<file path="src/hdl/owbm_pkg.sv">
package owbm_pkg;

    localparam int CNT_W = 16;

    // configuration register indexes
    localparam logic [2:0] REG_RESET_LOW   = 3'd0;
    localparam logic [2:0] REG_PRES_WINDOW = 3'd1;
    localparam logic [2:0] REG_SHORT_LOW   = 3'd2;
    localparam logic [2:0] REG_W1_WAIT     = 3'd3;
    localparam logic [2:0] REG_W0_LOW      = 3'd4;
    localparam logic [2:0] REG_RD_DELAY    = 3'd5;
    localparam logic [2:0] REG_RD_WAIT     = 3'd6;

    localparam logic [15:0] RST_RESET_LOW   = 16'd2500;
    localparam logic [15:0] RST_PRES_WINDOW = 16'd255;
    localparam logic [7:0]  RST_SHORT_LOW   = 8'd2;
    localparam logic [15:0] RST_W1_WAIT     = 16'd260;
    localparam logic [15:0] RST_W0_LOW      = 16'd275;
    localparam logic [15:0] RST_RD_DELAY    = 16'd1;
    localparam logic [15:0] RST_RD_WAIT     = 16'd140;

    localparam logic [3:0] BYTE_BITS = 4'd8;
    localparam logic [3:0] ONE_BIT   = 4'd1;

    typedef enum logic [1:0] {
        CMD_RESET     = 2'd0,
        CMD_WRITE     = 2'd1,
        CMD_READ_BYTE = 2'd2,
        CMD_READ_BIT  = 2'd3
    } cmd_t;

    typedef enum logic [9:0] {
        PH_IDLE     = 10'b00_0000_0001,
        PH_RST_LOW  = 10'b00_0000_0010,
        PH_PRES     = 10'b00_0000_0100,
        PH_W1_LOW   = 10'b00_0000_1000,
        PH_W1_WAIT  = 10'b00_0001_0000,
        PH_W0_LOW   = 10'b00_0010_0000,
        PH_R_LOW    = 10'b00_0100_0000,
        PH_R_DELAY  = 10'b00_1000_0000,
        PH_R_SAMPLE = 10'b01_0000_0000,
        PH_R_WAIT   = 10'b10_0000_0000
    } phase_t;

    // one decoded tick request
    typedef struct packed {
        logic       start;
        cmd_t       act;
        logic [7:0] wdata;
        logic       line;
    } item_t;

endpackage

</file>
<file path="src/hdl/owbm_front.sv">
module owbm_front
    import owbm_pkg::*;
(
    input  logic        aclk,
    input  logic        aresetn,
    input  logic        s_tvalid,
    output logic        s_tready,
    input  logic [15:0] s_tdata,
    input  logic [2:0]  s_tuser,
    output item_t       head,
    output logic        head_valid,
    input  logic        pop
);

    item_t       q_mem [2];
    logic        wr_ptr_reg, wr_ptr_next;
    logic        rd_ptr_reg, rd_ptr_next;
    logic [1:0]  count_reg, count_next;
    logic        push;
    item_t       in_item;

    always_comb begin
        in_item.start = s_tuser[0];
        in_item.act   = cmd_t'(s_tuser[2:1]);
        in_item.wdata = s_tdata[7:0];
        in_item.line  = s_tdata[8];
    end

    assign s_tready   = (count_reg != 2'd2);
    assign push       = s_tvalid && s_tready;
    assign head       = q_mem[rd_ptr_reg];
    assign head_valid = (count_reg != 2'd0);

    always_comb begin
        wr_ptr_next = push ? ~wr_ptr_reg : wr_ptr_reg;
        rd_ptr_next = pop ? ~rd_ptr_reg : rd_ptr_reg;
        count_next  = count_reg + {1'b0, push} - {1'b0, pop};
    end

    always_ff @(posedge aclk) begin
        if (!aresetn) begin
            wr_ptr_reg <= 1'b0;
            rd_ptr_reg <= 1'b0;
            count_reg  <= 2'd0;
        end else begin
            wr_ptr_reg <= wr_ptr_next;
            rd_ptr_reg <= rd_ptr_next;
            count_reg  <= count_next;
        end
    end

    always_ff @(posedge aclk) begin
        if (push) begin
            q_mem[wr_ptr_reg] <= in_item;
        end
    end

endmodule

</file>
<file path="src/hdl/owbm_engine.sv">
module owbm_engine
    import owbm_pkg::*;
(
    input  logic        aclk,
    input  logic        aresetn,
    input  item_t       head,
    input  logic        head_valid,
    output logic        pop,
    input  logic        cfg_valid,
    output logic        cfg_ready,
    input  logic [2:0]  cfg_index,
    input  logic [15:0] cfg_data,
    output logic        m_tvalid,
    input  logic        m_tready,
    output logic [15:0] m_tdata
);

    logic [15:0]      rst_low_reg, pres_win_reg, w1_wait_reg, w0_low_reg;
    logic [15:0]      rd_delay_reg, rd_wait_reg;
    logic [7:0]       short_low_reg;
    // zero-length flags for the write slot phases
    logic             z_short_reg, z_w1_wait_reg, z_w0_low_reg;

    phase_t           phase_reg, ph;
    logic [CNT_W-1:0] cnt_reg, cnt;
    logic [3:0]       bit_idx_reg, bi;
    logic [7:0]       shift_reg, sb;
    logic             pres_reg, pres;
    cmd_t             cmd_reg, cmd;

    logic             fin, slot_req, found, bitv, busy, low;
    logic [2:0]       sel;
    logic [3:0]       nbits;
    logic [7:0]       rd;

    logic             m_valid_reg;
    logic [15:0]      m_data_reg;

    assign cfg_ready = 1'b1;
    assign pop       = head_valid && (!m_valid_reg || m_tready);
    assign m_tvalid  = m_valid_reg;
    assign m_tdata   = m_data_reg;

    always_ff @(posedge aclk) begin
        if (!aresetn) begin
            rst_low_reg   <= RST_RESET_LOW;
            pres_win_reg  <= RST_PRES_WINDOW;
            short_low_reg <= RST_SHORT_LOW;
            w1_wait_reg   <= RST_W1_WAIT;
            w0_low_reg    <= RST_W0_LOW;
            rd_delay_reg  <= RST_RD_DELAY;
            rd_wait_reg   <= RST_RD_WAIT;
            z_short_reg   <= 1'b0;
            z_w1_wait_reg <= 1'b0;
            z_w0_low_reg  <= 1'b0;
        end else if (cfg_valid) begin
            unique case (cfg_index)
                REG_RESET_LOW:   rst_low_reg  <= cfg_data;
                REG_PRES_WINDOW: pres_win_reg <= cfg_data;
                REG_SHORT_LOW: begin
                    short_low_reg <= cfg_data[7:0];
                    z_short_reg   <= (cfg_data[7:0] == 8'd0);
                end
                REG_W1_WAIT: begin
                    w1_wait_reg   <= cfg_data;
                    z_w1_wait_reg <= (cfg_data == 16'd0);
                end
                REG_W0_LOW: begin
                    w0_low_reg    <= cfg_data;
                    z_w0_low_reg  <= (cfg_data == 16'd0);
                end
                REG_RD_DELAY:    rd_delay_reg <= cfg_data;
                REG_RD_WAIT:     rd_wait_reg  <= cfg_data;
                default: ;
            endcase
        end
    end

    // One tick: start, then fall through every phase whose count is already zero.
    always_comb begin
        ph       = phase_reg;
        cnt      = cnt_reg;
        bi       = bit_idx_reg;
        sb       = shift_reg;
        pres     = pres_reg;
        cmd      = cmd_reg;
        fin      = 1'b0;
        slot_req = 1'b0;
        found    = 1'b0;
        sel      = 3'd0;
        bitv     = 1'b0;
        busy     = 1'b0;
        low      = 1'b0;

        if (ph == PH_IDLE && head.start) begin
            cmd = head.act;
            bi  = 4'd0;
            if (head.act == CMD_RESET) begin
                sb   = 8'd0;
                pres = 1'b0;
                ph   = PH_RST_LOW;
                cnt  = rst_low_reg;
            end else begin
                sb       = (head.act == CMD_WRITE) ? head.wdata : 8'd0;
                slot_req = 1'b1;
            end
        end

        nbits = (cmd == CMD_READ_BIT) ? ONE_BIT : BYTE_BITS;

        if (ph == PH_RST_LOW && cnt == '0) begin
            ph  = PH_PRES;
            cnt = pres_win_reg;
        end
        if (ph == PH_PRES && cnt == '0) begin
            ph  = PH_IDLE;
            fin = 1'b1;
        end
        if (ph == PH_R_SAMPLE && cnt == '0) begin
            ph  = PH_R_WAIT;
            cnt = rd_wait_reg;
        end
        if (ph == PH_W1_LOW && cnt == '0) begin
            ph  = PH_W1_WAIT;
            cnt = w1_wait_reg;
        end
        if ((ph == PH_R_WAIT || ph == PH_W1_WAIT || ph == PH_W0_LOW) && cnt == '0) begin
            bi = bi + 4'd1;
            if (bi >= nbits) begin
                ph  = PH_IDLE;
                fin = 1'b1;
            end else begin
                slot_req = 1'b1;
            end
        end

        if (slot_req) begin
            if (cmd == CMD_WRITE) begin
                // first remaining bit whose slot is not entirely zero length
                for (int j = 7; j >= 0; j--) begin
                    if (({1'b0, bi} + 5'(j)) < 5'd8 &&
                        !(sb[j] ? (z_short_reg && z_w1_wait_reg) : z_w0_low_reg)) begin
                        found = 1'b1;
                        sel   = 3'(j);
                    end
                end
                if (!found) begin
                    ph  = PH_IDLE;
                    fin = 1'b1;
                    bi  = BYTE_BITS;
                    sb  = 8'd0;
                end else begin
                    bi   = bi + {1'b0, sel};
                    bitv = sb[sel];
                    sb   = sb >> ({1'b0, sel} + 4'd1);
                    if (bitv) begin
                        if (z_short_reg) begin
                            ph  = PH_W1_WAIT;
                            cnt = w1_wait_reg;
                        end else begin
                            ph  = PH_W1_LOW;
                            cnt = {8'd0, short_low_reg};
                        end
                    end else begin
                        ph  = PH_W0_LOW;
                        cnt = w0_low_reg;
                    end
                end
            end else begin
                ph  = PH_R_LOW;
                cnt = {8'd0, short_low_reg};
            end
        end

        if (ph == PH_R_LOW && cnt == '0) begin
            ph  = PH_R_DELAY;
            cnt = rd_delay_reg;
        end
        if (ph == PH_R_DELAY && cnt == '0) begin
            ph  = PH_R_SAMPLE;
            cnt = CNT_W'(1);
        end

        if (fin) begin
            cnt = '0;
        end else if (ph != PH_IDLE) begin
            busy = 1'b1;
            low  = (ph == PH_RST_LOW) || (ph == PH_W1_LOW) ||
                   (ph == PH_W0_LOW) || (ph == PH_R_LOW);
            if (ph == PH_PRES && !head.line) begin
                pres = 1'b1;
            end
            if (ph == PH_R_SAMPLE) begin
                sb = (cmd == CMD_READ_BIT) ? {7'd0, head.line} : {head.line, sb[7:1]};
            end
            if (cnt != '0) begin
                cnt = cnt - CNT_W'(1);
            end
        end

        rd = (!busy && (cmd == CMD_READ_BYTE || cmd == CMD_READ_BIT)) ? sb : 8'd0;
    end

    always_ff @(posedge aclk) begin
        if (!aresetn) begin
            phase_reg   <= PH_IDLE;
            cnt_reg     <= '0;
            bit_idx_reg <= 4'd0;
            shift_reg   <= 8'd0;
            pres_reg    <= 1'b0;
            cmd_reg     <= CMD_RESET;
            m_valid_reg <= 1'b0;
        end else begin
            if (pop) begin
                phase_reg   <= ph;
                cnt_reg     <= cnt;
                bit_idx_reg <= bi;
                shift_reg   <= sb;
                pres_reg    <= pres;
                cmd_reg     <= cmd;
                m_valid_reg <= 1'b1;
            end else if (m_tready) begin
                m_valid_reg <= 1'b0;
            end
        end
    end

    always_ff @(posedge aclk) begin
        if (pop) begin
            m_data_reg <= {4'd0, pres, rd, fin, busy, low};
        end
    end

endmodule

</file>
<file path="src/hdl/one_wire_bus_master_unit.sv">
// 1-Wire slot engine: one tick request in, one line/status result out.
// A request is registered in the queue, then its result in the output register on the m_ side;
// a stalled m_ side holds requests in the queue.
// Throughput: one request per cycle while the m_ side takes results; the engine resolves
// each tick, including any chain of zero-length phases, combinationally.
// Reset (aresetn low, synchronous): queue emptied, engine idle, registers to defaults.
module one_wire_bus_master_unit
    import owbm_pkg::*;
(
    input  logic        aclk,
    input  logic        aresetn,
    input  logic        s_tvalid,
    output logic        s_tready,
    input  logic [15:0] s_tdata,   // write_data[7:0], line_in[8], zero pad
    input  logic [2:0]  s_tuser,   // start_req[0], action[2:1]
    output logic        m_tvalid,
    input  logic        m_tready,
    output logic [15:0] m_tdata,   // line_low[0], busy_res[1], done_res[2],
                                   // read_data[10:3], presence[11], zero pad
    input  logic        cfg_valid,
    output logic        cfg_ready,
    input  logic [2:0]  cfg_index,
    input  logic [15:0] cfg_data
);

    item_t head;
    logic  head_valid;
    logic  pop;

    owbm_front u_front (
        .aclk       (aclk),
        .aresetn    (aresetn),
        .s_tvalid   (s_tvalid),
        .s_tready   (s_tready),
        .s_tdata    (s_tdata),
        .s_tuser    (s_tuser),
        .head       (head),
        .head_valid (head_valid),
        .pop        (pop)
    );

    owbm_engine u_engine (
        .aclk       (aclk),
        .aresetn    (aresetn),
        .head       (head),
        .head_valid (head_valid),
        .pop        (pop),
        .cfg_valid  (cfg_valid),
        .cfg_ready  (cfg_ready),
        .cfg_index  (cfg_index),
        .cfg_data   (cfg_data),
        .m_tvalid   (m_tvalid),
        .m_tready   (m_tready),
        .m_tdata    (m_tdata)
    );

endmodule

</file>
<file path="config.mk">
export PLATFORM = sky130hd
export DESIGN_NAME = one_wire_bus_master_unit
export DESIGN_NICKNAME = d
export VERILOG_FILES = /design/src/hdl/owbm_pkg.sv /design/src/hdl/owbm_front.sv /design/src/hdl/owbm_engine.sv /design/src/hdl/one_wire_bus_master_unit.sv
export SDC_FILE = /design/constraint.sdc
export NUM_CORES = 1
export LEC_CHECK = 0
export BUFFER_PORTS_ARGS = -buffer_cell sky130_fd_sc_hd__buf_2
export CAP_MARGIN = 0
export CELL_PAD_IN_SITES_DETAIL_PLACEMENT = 2
export CELL_PAD_IN_SITES_GLOBAL_PLACEMENT = 2
export CORE_MARGIN = 2
export CORE_UTILIZATION = 41
export CTS_BUF_LIST = sky130_fd_sc_hd__clkbuf_8
export DETAILED_ROUTE_END_ITERATION = 16
export PLACE_DENSITY = 0.91
export RECOVER_POWER = 50
export SYNTH_ARGS = -nofsm -noshare
export SYNTH_HDL_FRONTEND = slang
export SYNTH_SLANG_ARGS = --single-unit
</file>
<file path="constraint.sdc">
create_clock -name aclk -period 12.8 [get_ports aclk]
set_input_delay 1.28 -clock aclk [delete_from_list [all_inputs] [get_ports aclk]]
set_output_delay 1.28 -clock aclk [all_outputs]
set_load 0.01 [all_outputs]
</file>
==> results of run 1 <==
## synthesized netlist by cell type (21+ instances only)
| cell | instances |
|---|---|
| sky130_fd_sc_hd__nand2_1 | 346 |
| sky130_fd_sc_hd__a21oi_1 | 159 |
| sky130_fd_sc_hd__dfxtp_1 | 154 |
| sky130_fd_sc_hd__nor2_1 | 115 |
| sky130_fd_sc_hd__clkbuf_1 | 75 |
| sky130_fd_sc_hd__nand3_1 | 69 |
| sky130_fd_sc_hd__o21ai_0 | 60 |
| sky130_fd_sc_hd__mux2i_1 | 38 |
| sky130_fd_sc_hd__nor3_1 | 37 |
| sky130_fd_sc_hd__edfxtp_1 | 36 |
| sky130_fd_sc_hd__nor4_1 | 26 |
| sky130_fd_sc_hd__inv_1 | 22 |
| sky130_fd_sc_hd__a211oi_1 | 21 |
## metal layers
metal	track usage	share of wire	wire length (µm)
met1	0.403	0.39	20700
met2	0.602	0.49	25700
met3	0.0474	0.051	2680
met4	0.222	0.072	3780
met5	0	0	0
## through the flow
step           utilization  worst slack [ns]  instances
2_1_floorplan            -              5.07       1566
3_3_place_gp         0.430              3.08       1914
3_5_place_dp         0.430              2.75       1914
4_1_cts              0.445              2.53       1946
5_1_grt              0.443              1.60       1946
6_report             0.443              2.13       1946
## cells in the final DEF (no fill, tap or decap), drive strengths merged, types with 7 or more instances in the layout
cell type and instances:
a22o 9, o221ai 7, dfxtp 154, inv 31, nand3 70, clkbuf 45, o31ai 12, or3 17
mux2 17, ha 10, nor3 37, o211ai 13, nor2b 18, a21boi 8, xnor2 15, a211oi 22
and2 12, edfxtp 36, o21a 8, or2 15, and3 13, nor4 30, o21ai 65, nand3b 9
or4 10, nand2b 14, nor2 116, a221oi 18, a22oi 13, nand4 14, buf 34, mux2i 38
nand2 347, a21oi 159
## area by class of cell
class,count,area [µm²],share of cell area
clock buffer,17,234,0.0184
clock inverter,15,190,0.0149
inverter,26,98.8,0.00777
multi-input combinational,1252,7250,0.570
sequential,190,4160,0.327
tap,384,480,0.0378
timing repair buffer,62,300,0.0236
## report_power, final
group          leakage, µW  internal, µW  switching (µW)  total (µW)
clock             0.000207           167             271         439
combinational      0.00273           606            1280        1880
sequential         0.00159           704             124         828
## how the worst min path moves through the flow
| stage | slack, ns | to | from |
|---|---|---|---|
| detailed placement | 0.45 | u_engine.w0_low_reg[5]$_SDFFE_PN0P_ | u_engine.w0_low_reg[5]$_SDFFE_PN0P_ |
| finish | 0.47 | u_engine.w0_low_reg[5]$_SDFFE_PN0P_ | u_engine.w0_low_reg[5]$_SDFFE_PN0P_ |
| CTS | 0.47 | u_engine.w0_low_reg[5]$_SDFFE_PN0P_ | u_engine.w0_low_reg[5]$_SDFFE_PN0P_ |
| floorplan | 0.43 | u_engine.w0_low_reg[5]$_SDFFE_PN0P_ | u_engine.w0_low_reg[5]$_SDFFE_PN0P_ |
| global placement | 0.44 | u_engine.w0_low_reg[2]$_SDFFE_PN0P_ | u_engine.w0_low_reg[2]$_SDFFE_PN0P_ |
| global route | 0.49 | u_engine.w0_low_reg[6]$_SDFFE_PN0P_ | u_engine.w0_low_reg[6]$_SDFFE_PN0P_ |
## tightest hold or removal path: stages, from the launching register on
cell and delay [ns]:
sky130_fd_sc_hd__dfxtp_1 0.33, sky130_fd_sc_hd__nand2_1 0.05, sky130_fd_sc_hd__a21oi_1 0.06
## kinds of logic after synthesis
| group | Yosys count | synth area share |
|---|---|---|
| AOI/OAI and AO/OA | 410 | 0.226 |
| xor gates and xnor gates | 20 | 0.0147 |
| adders and majority gates | 12 | 0.0130 |
| buffers and inverters | 124 | 0.0444 |
| DFF | 190 | 0.349 |
| muxes | 57 | 0.0523 |
| other | 2 | 0.000629 |
| and+or+nand+nor | 748 | 0.300 |
==> tab_implementation.tex, run 1 <==
\begin{tabular}{lr}
\hline
Metric & Value \\
\hline
\multicolumn{2}{l}{\textbf{Hold path}} \\
Cells on Worst Hold Path & 2 \\
Class of the tightest hold or removal check & flop to flop \\
\multicolumn{2}{l}{\textbf{Synth}} \\
Unique cell type count in the Yosys netlist & 99 \\
Number of flops mapped to enable cells by yosys & 36 \\
Post-synthesis sequential element count & 190 \\
Post-synthesis area per instance & 7.63 µm² \\
Sequential element share of the synthesized area & 0.349 \\
Cell count after synthesis & 1563 \\
Warnings from Yosys & 0 \\
Share of Yosys cell area claimed by the top area cell type & 0.258 \\
Share of flip-flops with an asynchronous set or reset & 0 \\
Cells taking the most area after synthesis & sky130\_fd\_sc\_hd\_\_dfxtp\_1, sky130\_fd\_sc\_hd\_\_nand2\_1, sky130\_fd\_sc\_hd\_\_edfxtp\_1, sky130\_fd\_sc\_hd\_\_a21oi\_1, sky130\_fd\_sc\_hd\_\_nor2\_1 \\
Area leader, netlist & sky130\_fd\_sc\_hd\_\_dfxtp\_1 \\
Post-synthesis instance area & 11900 µm² \\
Commonest register cell after synthesis & sky130\_fd\_sc\_hd\_\_dfxtp\_1 \\
\multicolumn{2}{l}{\textbf{Floorplanning}} \\
Initial core utilization & 0.416 \\
Number of placed I/O pins & 62 \\
CORE AREA & 28700 µm² \\
Chip Width & 175 µm \\
Standard-cell rows & 62 \\
Die Span Y & 175 µm \\
Die area & 30500 µm² \\
\multicolumn{2}{l}{\textbf{Worst setup path}} \\
Category of the worst setup path capture point & flop \\
Data required time of the worst path & 13.21 ns \\
Count of buffering cells on the critical path with inverters included & 1 \\
Total stage count of the critical path & 20 \\
Worst reg-to-reg path cell count & 20 \\
Family with the most delay on the worst path & simple AND/OR/NAND/NOR gates \\
Worst-path cell with the longest stage delay & sky130\_fd\_sc\_hd\_\_nor4\_4 \\
Crit path max fanout & 23 \\
Crit path arrival time & 11.09 ns \\
Endpoint of the most critical setup path & u\_engine.cnt\_reg[12]\$\_SDFFE\_PN0P\_ \\
Maximum cell stage delay along the critical path & 1.06 ns \\
Reg2Reg Setup Slack & 2.13 ns \\
Category of the critical setup timing path & flop to flop \\
Crit start category & flop \\
Endpoint of the most critical register-to-register path & u\_engine.cnt\_reg[12]\$\_SDFFE\_PN0P\_ \\
CP cell instances & nor3b\_1 > nor2\_1 > nor3\_1 > a21oi\_1 > nor4b\_1 > a21oi\_1 > nor2\_1 > o21a\_1 > inv\_1 > mux4\_2 > mux2\_1 > o221ai\_2 > or4b\_1 > nor4\_4 > a21boi\_0 > ha\_1 > a211oi\_2 > nand3\_1 > or3\_1 > a32o\_1 \\
\multicolumn{2}{l}{\textbf{STA}} \\
Slew at the pin with the worst max-slew slack & 3.40 ns \\
Post-route clock period utilization & 0.834 \\
Total Neg Setup Slack & 0 ns \\
Fin. Hold Viols & 0 \\
Hold slack & 0.472 ns \\
Top achievable clock speed & 0.0937 GHz \\
Max-slew violations & 180 \\
Clock Skew & 0.0301 ns \\
Crit path time final & 10.67 ns \\
Unrepaired setup endpoints after global routing & no \\
Max-Slew Margin vs Limit & -1.27 \\
Setup violators final & 0 \\
\multicolumn{2}{l}{\textbf{Route}} \\
DRC violations left & 0 \\
Total number of vias & 12800 \\
Via/cell ratio & 6.56 \\
Post-DRT Antenna Nets & 0 \\
Detailed router's first-iteration violation count & 1058 \\
Drt total wl & 52.9 mm \\
Average wire per cell in the routed design & 27.2 µm \\
Router iterations before antenna repair & 8 \\
\multicolumn{2}{l}{\textbf{Layout}} \\
Fraction of final layout cells with drive strength greater than 1 & 0.0775 \\
Antenna cell count & 0 \\
Fill cells & 3294 \\
Layout Nets & 1603 \\
Most flops, register & u\_front.q\_mem \\
Number of flip-flops in the largest register & 24 \\
Final instance area & 12700 µm² \\
P\&R area growth vs syn & 6.64\% \\
\multicolumn{2}{l}{\textbf{Clock network}} \\
CTS Buffer Depth & 2 \\
Clock tree from TritonCTS & yes \\
Root cell of the clock tree & sky130\_fd\_sc\_hd\_\_clkbuf\_8 \\
Level count of the clock H-tree & 4 \\
Clk sinks & 190 \\
Hold bufs inserted after CTS & 0 \\
Total setup buffers inserted after CTS & 0 \\
Clock latency reported for the late side of the worst-skew pair & 0.53 ns \\
Inserted Clock Buffers & 17 \\
CTS clk-pin slew, worst paths & 0.12 ns \\
Post-cts resize count & 0 \\
\multicolumn{2}{l}{\textbf{Placement}} \\
Area of placed instances & 12300 µm² \\
Buffers added on ports & 49 \\
HPWL after DPL & 38.7 mm \\
Gp weighted congestion & 0.943 \\
\multicolumn{2}{l}{\textbf{Power}} \\
Leakage power & 0.00453 µW \\
Maximum resistive drop on vdd & 89.8 µV \\
Power per unit of standard cell area & 247 nW/µm² \\
Total power draw & 3150 µW \\
\multicolumn{2}{l}{\textbf{Global route}} \\
Gr ovfl total & 0 \\
First-pass GRT wire length & 81.1 mm \\
All-layer global routing usage & 0.347 \\
Maximum number of pins on one net before global-route repair & 70 \\
Vias in the first global route & 13500 \\
Initial antenna violation count & 0 \\
\multicolumn{2}{l}{\textbf{Flow run}} \\
Count of maximum capacitance violations & 4 \\
\multicolumn{2}{l}{\textbf{Status}} \\
Violated checks & capacitance limit, slew limit \\
Outcome & complete, but fails checks \\
\hline
\end{tabular}
Note: power is estimated with default switching activity, not from simulation.
==> inputs of run 2 (changes only) <==
Settings changed: CORE_UTILIZATION 41 to 38, PLACE_DENSITY 0.91 to 0.86.
Clock period 12.8 ns to 10.15 ns, I/O delays scaled along.
==> run 2 against run 1 <==
Against the previous run:
- the run still ends with capacitance limit, slew limit left
- die area is 7.7% higher
- non-clock buffer count is 12 higher
- sequential share of layout area is 0.23 points lower
- routed wire length is 2.4% lower
- combinational power is 26% higher
- hold slack worse by 0.0026 ns
- register-to-register slack worse by 1.3 ns
==> tab_implementation.tex, run 2 (synthesis gave the netlist of run 1 again) <==
\begin{tabular}{lr}
\hline
Metric & Value \\
\hline
\multicolumn{2}{l}{\textbf{Layout}} \\
P\&R area growth vs syn & 7.38\% (was 6.64\%) \\
Most common cell after layout, fill and taps aside & sky130\_fd\_sc\_hd\_\_nand2\_1 (unchanged) \\
Utilization after layout & 0.417 (was 0.443) \\
Final instance area & 12800 µm² (was 12700 µm²) \\
Fraction of final layout cells with drive strength greater than 1 & 0.0845 (was 0.0775) \\
Most flops, register & u\_front.q\_mem (unchanged) \\
Most frequent cells in the layout & sky130\_fd\_sc\_hd\_\_nand2\_1, sky130\_fd\_sc\_hd\_\_a21oi\_1, sky130\_fd\_sc\_hd\_\_dfxtp\_1, sky130\_fd\_sc\_hd\_\_nor2\_1, sky130\_fd\_sc\_hd\_\_nand3\_1 (unchanged) \\
Fill cells & 3561 (was 3294) \\
Layout Nets & 1615 (was 1603) \\
Antenna cell count & 0 (unchanged) \\
Number of flip-flops in the largest register & 24 (unchanged) \\
\multicolumn{2}{l}{\textbf{Global route}} \\
Vias in the first global route & 13400 (was 13500) \\
First-pass GRT wire length & 79.9 mm (was 81.1 mm) \\
Gr ovfl total & 0 (unchanged) \\
All-layer global routing usage & 0.317 (was 0.347) \\
Maximum number of pins on one net before global-route repair & 84 (was 70) \\
Initial antenna violation count & 0 (unchanged) \\
\multicolumn{2}{l}{\textbf{Floorplanning}} \\
Initial core utilization & 0.388 (was 0.416) \\
Chip Width & 181 µm (was 175 µm) \\
Number of placed I/O pins & 62 (unchanged) \\
CORE AREA & 30700 µm² (was 28700 µm²) \\
Standard-cell rows & 64 (was 62) \\
Die Span Y & 181 µm (was 175 µm) \\
Die area & 32800 µm² (was 30500 µm²) \\
\multicolumn{2}{l}{\textbf{Route}} \\
Router iterations before antenna repair & 5 (was 8) \\
Average wire per cell in the routed design & 26.2 µm (was 27.2 µm) \\
Post-DRT Antenna Nets & 0 (unchanged) \\
Via/cell ratio & 6.33 (was 6.56) \\
DRC violations left & 0 (unchanged) \\
Total number of vias & 12500 (was 12800) \\
Detailed router's first-iteration violation count & 874 (was 1058) \\
Drt total wl & 51.6 mm (was 52.9 mm) \\
\multicolumn{2}{l}{\textbf{Worst setup path}} \\
Worst-path cell with the longest stage delay & sky130\_fd\_sc\_hd\_\_or4b\_1 (was sky130\_fd\_sc\_hd\_\_nor4\_4) \\
Crit path max fanout & 34 (was 23) \\
Category of the critical setup timing path & flop to flop (unchanged) \\
Crit start category & flop (unchanged) \\
Crit path arrival time & 9.74 ns (was 11.09 ns) \\
Maximum cell stage delay along the critical path & 0.79 ns (was 1.06 ns) \\
Category of the worst setup path capture point & flop (unchanged) \\
Data required time of the worst path & 10.58 ns (was 13.21 ns) \\
\multicolumn{2}{l}{\textbf{Clock network}} \\
Total setup buffers inserted after CTS & 0 (unchanged) \\
Clk sinks & 190 (unchanged) \\
Root cell of the clock tree & sky130\_fd\_sc\_hd\_\_clkbuf\_8 (unchanged) \\
Clock latency reported for the late side of the worst-skew pair & 0.53 ns (about the same) \\
CTS Buffer Depth & 2 (unchanged) \\
Clock tree from TritonCTS & yes (unchanged) \\
Post-cts resize count & 0 (unchanged) \\
Inserted Clock Buffers & 17 (unchanged) \\
Level count of the clock H-tree & 4 (unchanged) \\
CTS clk-pin slew, worst paths & 0.11 ns (was 0.12 ns) \\
Hold bufs inserted after CTS & 0 (unchanged) \\
\multicolumn{2}{l}{\textbf{Placement}} \\
Buffers added on ports & 49 (unchanged) \\
HPWL after DPL & 38.8 mm (was 38.7 mm) \\
Area of placed instances & 12400 µm² (was 12300 µm²) \\
Gp weighted congestion & 0.980 (was 0.943) \\
\multicolumn{2}{l}{\textbf{Power}} \\
Leakage power & 0.00459 µW (was 0.00453 µW) \\
Maximum resistive drop on vdd & 113 µV (was 89.8 µV) \\
Switching Fraction & 0.518 (was 0.531) \\
Power per unit of standard cell area & 309 nW/µm² (was 247 nW/µm²) \\
Internal Pwr Total & 1910 µW (was 1480 µW) \\
Relative contribution of combinational cells to total power & 0.597 (was 0.598) \\
Fraction of power consumed by the clock network & 0.140 (was 0.139) \\
Register share of total power & 0.263 (about the same) \\
Switching pwr & 2050 µW (was 1670 µW) \\
\multicolumn{2}{l}{\textbf{STA}} \\
Top achievable clock speed & 0.107 GHz (was 0.0937 GHz) \\
Fin. Hold Viols & 0 (unchanged) \\
Setup violators final & 0 (unchanged) \\
Post-route clock period utilization & 0.917 (was 0.834) \\
Max-Slew Margin vs Limit & -1.76 (was -1.27) \\
Crit path time final & 9.31 ns (was 10.67 ns) \\
Total Neg Setup Slack & 0 ns (unchanged) \\
Slew at the pin with the worst max-slew slack & 4.14 ns (was 3.40 ns) \\
Unrepaired setup endpoints after global routing & no (unchanged) \\
Max-slew violations & 156 (was 180) \\
Clock Skew & 0.0230 ns (was 0.0301 ns) \\
\multicolumn{2}{l}{\textbf{Hold path}} \\
Class of the tightest hold or removal check & flop to flop (unchanged) \\
\multicolumn{2}{l}{\textbf{Status}} \\
Outcome & complete, but fails checks (unchanged) \\
Violated checks & capacitance limit, slew limit (unchanged) \\
\multicolumn{2}{l}{\textbf{Flow run}} \\
Count of maximum capacitance violations & 3 (was 4) \\
\hline
\end{tabular}
## run 2: final cells by class
type,count,area [µm²],share of cell area
Sequential cell,190,4160,0.325
Clock buffer,17,234,0.0183
Clock inverter,15,174,0.0136
Timing Repair Buffer,74,390,0.0305
Multi-Input combinational cell,1252,7250,0.566
Inverter,26,98.8,0.00772
Tap cell,396,495,0.0387
## run 2: power groups by stage
stage          Sequential (µW)  Clock (µW)  Combinational, µW
2_1_floorplan              971           0               1660
3_3_place_gp              1040           0               2210
3_5_place_dp              1050           0               2310
4_1_cts                   1030         561               2340
5_1_grt                   1050         594               2560
6_report                  1040         554               2360
## run 2: per-layer routing
metal  up-vias  global-route usage  routed length [µm]
met4         0               0.201                3410
met3       141              0.0399                2310
li1       5665                   -                   -
met1      6310               0.378               21100
met2       345               0.539               24800
met5         -                   0                   0
## run 2: worst max-delay path, delay by kind of cell, from the launching register on
family / cells / cell delay (ns)
AND/OR/NAND/NOR: 14 / 4.60
flip-flops: 1 / 0.67
AO/OA/AOI/OAI: 7 / 2.25
multiplexers: 1 / 0.48
adder cells (fa/ha/maj): 2 / 0.66
buffers and inverters: 3 / 0.54
## run 2: final timing paths
check | start | end | slack, ns | cells past startpoint
hold reg to reg | u_engine.w0_low_reg[2]$_SDFFE_PN0P_ | u_engine.w0_low_reg[2]$_SDFFE_PN0P_ | 0.47 | 2
setup / recovery | flop | u_engine.cnt_reg[12]$_SDFFE_PN0P_ | 0.84 | 27
hold / removal | u_engine.w0_low_reg[2]$_SDFFE_PN0P_ | u_engine.w0_low_reg[2]$_SDFFE_PN0P_ | 0.47 | 2
setup reg to reg | flop | u_engine.cnt_reg[12]$_SDFFE_PN0P_ | 0.84 | 27
## run 2: per-stage QoR
step                hold slack, ns  cells  setup slack, ns  power, µW
global placement             0.445   1938             1.30       3260
finish                       0.470   1970            0.840       3950
detailed placement           0.453   1938            0.993       3360
global route                 0.504   1970            0.211       4200
floorplan                    0.432   1566             2.42       2630
CTS                          0.471   1970            0.915       3930
==> inputs of run 3 (changes only) <==
Settings changed: REMOVE_ABC_BUFFERS set to 1.
==> run 3 against run 2 <==
Against the previous run:
- the flow still finishes with violations (capacitance limit, slew limit)
- register-to-register slack got worse by 0.36 ns
- utilization increased by 0.24 points
- maximum frequency decreased by 3.7%
- routed wire length increased by 7.9%
- largest cell class unchanged
- highest routed layer unchanged
==> tab_implementation.tex, run 3 (synthesis gave the netlist of run 1 again) <==
\begin{tabular}{lr}
\hline
Metric & Value \\
\hline
\multicolumn{2}{l}{\textbf{Power}} \\
Internal Pwr Total & 1930 µW (was 1910 µW) \\
Register share of total power & 0.251 (was 0.263) \\
Switching pwr & 2140 µW (was 2050 µW) \\
Fraction of power consumed by the clock network & 0.143 (was 0.140) \\
Maximum resistive drop on vdd & 139 µV (was 113 µV) \\
Leakage power & 0.00462 µW (was 0.00459 µW) \\
Switching Fraction & 0.526 (was 0.518) \\
Power per unit of standard cell area & 316 nW/µm² (was 309 nW/µm²) \\
Relative contribution of combinational cells to total power & 0.606 (was 0.597) \\
\multicolumn{2}{l}{\textbf{Worst setup path}} \\
Crit path max fanout & 21 (was 34) \\
Category of the worst setup path capture point & flop (unchanged) \\
Worst reg-to-reg path cell count & 22 (was 27) \\
Category of the critical setup timing path & flop to flop (unchanged) \\
Data required time of the worst path & 10.61 ns (was 10.58 ns) \\
Reg2Reg Setup Slack & 0.48 ns (was 0.84 ns) \\
Crit start category & flop (unchanged) \\
Source of the worst register-to-register timing path & u\_engine.phase\_reg[3]\$\_SDFFE\_PN0P\_ \\
Endpoint of the most critical register-to-register path & u\_engine.cnt\_reg[15]\$\_SDFFE\_PN0P\_ (was u\_engine.cnt\_reg[12]\$\_SDFFE\_PN0P\_) \\
Crit path arrival time & 10.13 ns (was 9.74 ns) \\
\multicolumn{2}{l}{\textbf{Layout}} \\
Utilization after layout & 0.419 (was 0.417) \\
Number of flip-flops in the largest register & 24 (unchanged) \\
Fill cells & 3585 (was 3561) \\
Antenna cell count & 0 (unchanged) \\
P\&R area growth vs syn & 7.99\% (was 7.38\%) \\
Most flops, register & u\_front.q\_mem (unchanged) \\
Layout Nets & 1620 (was 1615) \\
Most frequent cells in the layout & sky130\_fd\_sc\_hd\_\_nand2\_1, sky130\_fd\_sc\_hd\_\_a21oi\_1, sky130\_fd\_sc\_hd\_\_dfxtp\_1, sky130\_fd\_sc\_hd\_\_nor2\_1, sky130\_fd\_sc\_hd\_\_nand3\_1 (unchanged) \\
Fraction of final layout cells with drive strength greater than 1 & 0.0868 (was 0.0845) \\
Most common cell after layout, fill and taps aside & sky130\_fd\_sc\_hd\_\_nand2\_1 (unchanged) \\
\multicolumn{2}{l}{\textbf{Clock network}} \\
CTS clk-pin slew, worst paths & 0.12 ns (was 0.11 ns) \\
Post-cts resize count & 0 (unchanged) \\
CTS Buffer Depth & 2 (unchanged) \\
Hold bufs inserted after CTS & 0 (unchanged) \\
Clock latency reported for the late side of the worst-skew pair & 0.55 ns (was 0.53 ns) \\
Clock tree from TritonCTS & yes (unchanged) \\
Level count of the clock H-tree & 4 (unchanged) \\
Total setup buffers inserted after CTS & 0 (unchanged) \\
Root cell of the clock tree & sky130\_fd\_sc\_hd\_\_clkbuf\_8 (unchanged) \\
Clk sinks & 190 (unchanged) \\
Inserted Clock Buffers & 17 (unchanged) \\
\multicolumn{2}{l}{\textbf{STA}} \\
Clock Skew & 0.0215 ns (was 0.0230 ns) \\
Fin. Hold Viols & 0 (unchanged) \\
Max-slew violations & 170 (was 156) \\
Hold slack & 0.494 ns (was 0.470 ns) \\
Post-route clock period utilization & 0.953 (was 0.917) \\
Total Neg Setup Slack & 0 ns (unchanged) \\
Unrepaired setup endpoints after global routing & no (unchanged) \\
Slew at the pin with the worst max-slew slack & 4.71 ns (was 4.14 ns) \\
Max-Slew Margin vs Limit & -2.14 (was -1.76) \\
Setup violators final & 0 (unchanged) \\
Top achievable clock speed & 0.103 GHz (was 0.107 GHz) \\
Crit path time final & 9.67 ns (was 9.31 ns) \\
\multicolumn{2}{l}{\textbf{Floorplanning}} \\
Chip Width & 181 µm (unchanged) \\
Die area & 32800 µm² (unchanged) \\
Standard-cell rows & 64 (unchanged) \\
Initial core utilization & 0.388 (unchanged) \\
Die Span Y & 181 µm (unchanged) \\
Number of placed I/O pins & 62 (unchanged) \\
CORE AREA & 30700 µm² (unchanged) \\
\multicolumn{2}{l}{\textbf{Placement}} \\
HPWL after DPL & 40.8 mm (was 38.8 mm) \\
Buffers added on ports & 49 (unchanged) \\
Gp weighted congestion & 0.977 (was 0.980) \\
\multicolumn{2}{l}{\textbf{Hold path}} \\
Cells on Worst Hold Path & 2 (unchanged) \\
Hold Path End & u\_engine.pres\_win\_reg[13]\$\_SDFFE\_PN0P\_ (was u\_engine.w0\_low\_reg[2]\$\_SDFFE\_PN0P\_) \\
Start point of the worst hold path & u\_engine.pres\_win\_reg[13]\$\_SDFFE\_PN0P\_ (was u\_engine.w0\_low\_reg[2]\$\_SDFFE\_PN0P\_) \\
Class of the tightest hold or removal check & flop to flop (unchanged) \\
\multicolumn{2}{l}{\textbf{Route}} \\
Detailed router's first-iteration violation count & 1235 (was 874) \\
Average wire per cell in the routed design & 28.2 µm (was 26.2 µm) \\
Router iterations before antenna repair & 5 (unchanged) \\
Drt total wl & 55.7 mm (was 51.6 mm) \\
Via/cell ratio & 6.59 (was 6.33) \\
Post-DRT Antenna Nets & 0 (unchanged) \\
DRC violations left & 0 (unchanged) \\
Total number of vias & 13000 (was 12500) \\
\multicolumn{2}{l}{\textbf{Status}} \\
Outcome & complete, but fails checks (unchanged) \\
Violated checks & capacitance limit, slew limit (unchanged) \\
\multicolumn{2}{l}{\textbf{Global route}} \\
First-pass GRT wire length & 84.8 mm (was 79.9 mm) \\
Vias in the first global route & 13600 (was 13400) \\
Maximum number of pins on one net before global-route repair & 96 (was 84) \\
All-layer global routing usage & 0.339 (was 0.317) \\
Initial antenna violation count & 0 (unchanged) \\
Gr ovfl total & 0 (unchanged) \\
\multicolumn{2}{l}{\textbf{Flow run}} \\
Count of maximum capacitance violations & 3 (unchanged) \\
\hline
\end{tabular}
-- run 3: cell types whose count changed in the layout (fill, tap and decap cells not counted) --
cell / delta
sky130_fd_sc_hd__buf_2: -1
sky130_fd_sc_hd__o311ai_0: -1
sky130_fd_sc_hd__buf_4: +4
sky130_fd_sc_hd__or2_0: -1
sky130_fd_sc_hd__o311ai_1: +1
sky130_fd_sc_hd__inv_8: -2
sky130_fd_sc_hd__clkinvlp_4: -2
sky130_fd_sc_hd__clkinv_8: +4
sky130_fd_sc_hd__clkinv_4: +1
sky130_fd_sc_hd__clkbuf_1: +2
sky130_fd_sc_hd__clkbuf_8: +1
sky130_fd_sc_hd__or2_2: +1
sky130_fd_sc_hd__clkinv_2: -2
-- run 3: how the worst max path moves through the flow --
| stage | startpoint | end | slack (ns) | cells after the start |
|---|---|---|---|---|
| floorplan | u_engine.phase_reg[9]$_SDFFE_PN0P_ | u_engine.cnt_reg[12]$_SDFFE_PN0P_ | 0.03 | 20 |
| global placement | u_engine.phase_reg[6]$_SDFFE_PN0P_ | u_engine.cnt_reg[12]$_SDFFE_PN0P_ | 1.08 | 22 |
| detailed placement | u_engine.phase_reg[6]$_SDFFE_PN0P_ | u_engine.cnt_reg[12]$_SDFFE_PN0P_ | 0.79 | 22 |
| CTS | u_engine.phase_reg[6]$_SDFFE_PN0P_ | u_engine.cnt_reg[15]$_SDFFE_PN0P_ | 0.66 | 22 |
| global route | u_engine.phase_reg[3]$_SDFFE_PN0P_ | u_engine.cnt_reg[12]$_SDFFE_PN0P_ | 0.1 | 26 |
| finish | u_engine.phase_reg[3]$_SDFFE_PN0P_ | u_engine.cnt_reg[15]$_SDFFE_PN0P_ | 0.48 | 22 |
-- run 3: per-stage QoR --
| step | total power (µW) | instances | instance area [µm²] | setup WS, ns |
|---|---|---|---|---|
| floorplan | 2550 | 1468 | 11500 | 0.0271 |
| global placement | 3310 | 1943 | 12500 | 1.08 |
| detailed placement | 3420 | 1943 | 12500 | 0.793 |
| CTS | 4020 | 1975 | 12900 | 0.661 |
| global route | 4290 | 1975 | 12900 | 0.0972 |
| finish | 4080 | 1975 | 12900 | 0.479 |
-- run 3: cell type report --
class / instances / area (µm²) / share of cell area
multi-input combinational: 1252 / 7250 / 0.563
sequential: 190 / 4160 / 0.323
tap: 396 / 495 / 0.0385
timing repair buffer: 79 / 423 / 0.0328
clock buffer: 18 / 248 / 0.0192
clock inverter: 14 / 200 / 0.0155
inverter: 26 / 98.8 / 0.00767
-- run 3: power by group through the flow --
stage	clock (µW)	combinational, µW	sequential [µW]
2_1_floorplan	0	1560	988
3_3_place_gp	0	2290	1020
3_5_place_dp	0	2390	1030
4_1_cts	586	2420	1010
5_1_grt	617	2640	1030
6_report	582	2470	1020
-- run 3: layer usage --
metal / global-route usage / share of wire / vias to the layer above
met5: 0 / 0 / -
met4: 0.167 / 0.048 / 0
met3: 0.0460 / 0.067 / 148
met2: 0.558 / 0.47 / 621
met1: 0.437 / 0.42 / 6574
li1: - / - / 5679
-- run 3: critical path: stages (launching register included) --
cell                       delay (ns)
sky130_fd_sc_hd__dfxtp_1         0.43
sky130_fd_sc_hd__or4_1           0.77
sky130_fd_sc_hd__or4_4           0.59
sky130_fd_sc_hd__or2_2           0.50
sky130_fd_sc_hd__nor4_1          0.35
sky130_fd_sc_hd__o21a_1          0.75
sky130_fd_sc_hd__a2111o_1        0.43
sky130_fd_sc_hd__o21ai_1         0.14
sky130_fd_sc_hd__nand2_1         0.40
sky130_fd_sc_hd__o21ai_1         0.23
sky130_fd_sc_hd__mux4_2          0.69
sky130_fd_sc_hd__mux2_1          0.40
sky130_fd_sc_hd__o221ai_2        0.32
sky130_fd_sc_hd__or4b_1          0.72
sky130_fd_sc_hd__nor4b_2         0.58
sky130_fd_sc_hd__o21a_1          0.30
sky130_fd_sc_hd__nand3b_1        0.18
sky130_fd_sc_hd__inv_1           0.08
sky130_fd_sc_hd__ha_1            0.23
sky130_fd_sc_hd__o31ai_2         0.75
sky130_fd_sc_hd__nand3_2         0.21
sky130_fd_sc_hd__a211o_1         0.33
sky130_fd_sc_hd__a32oi_1         0.20
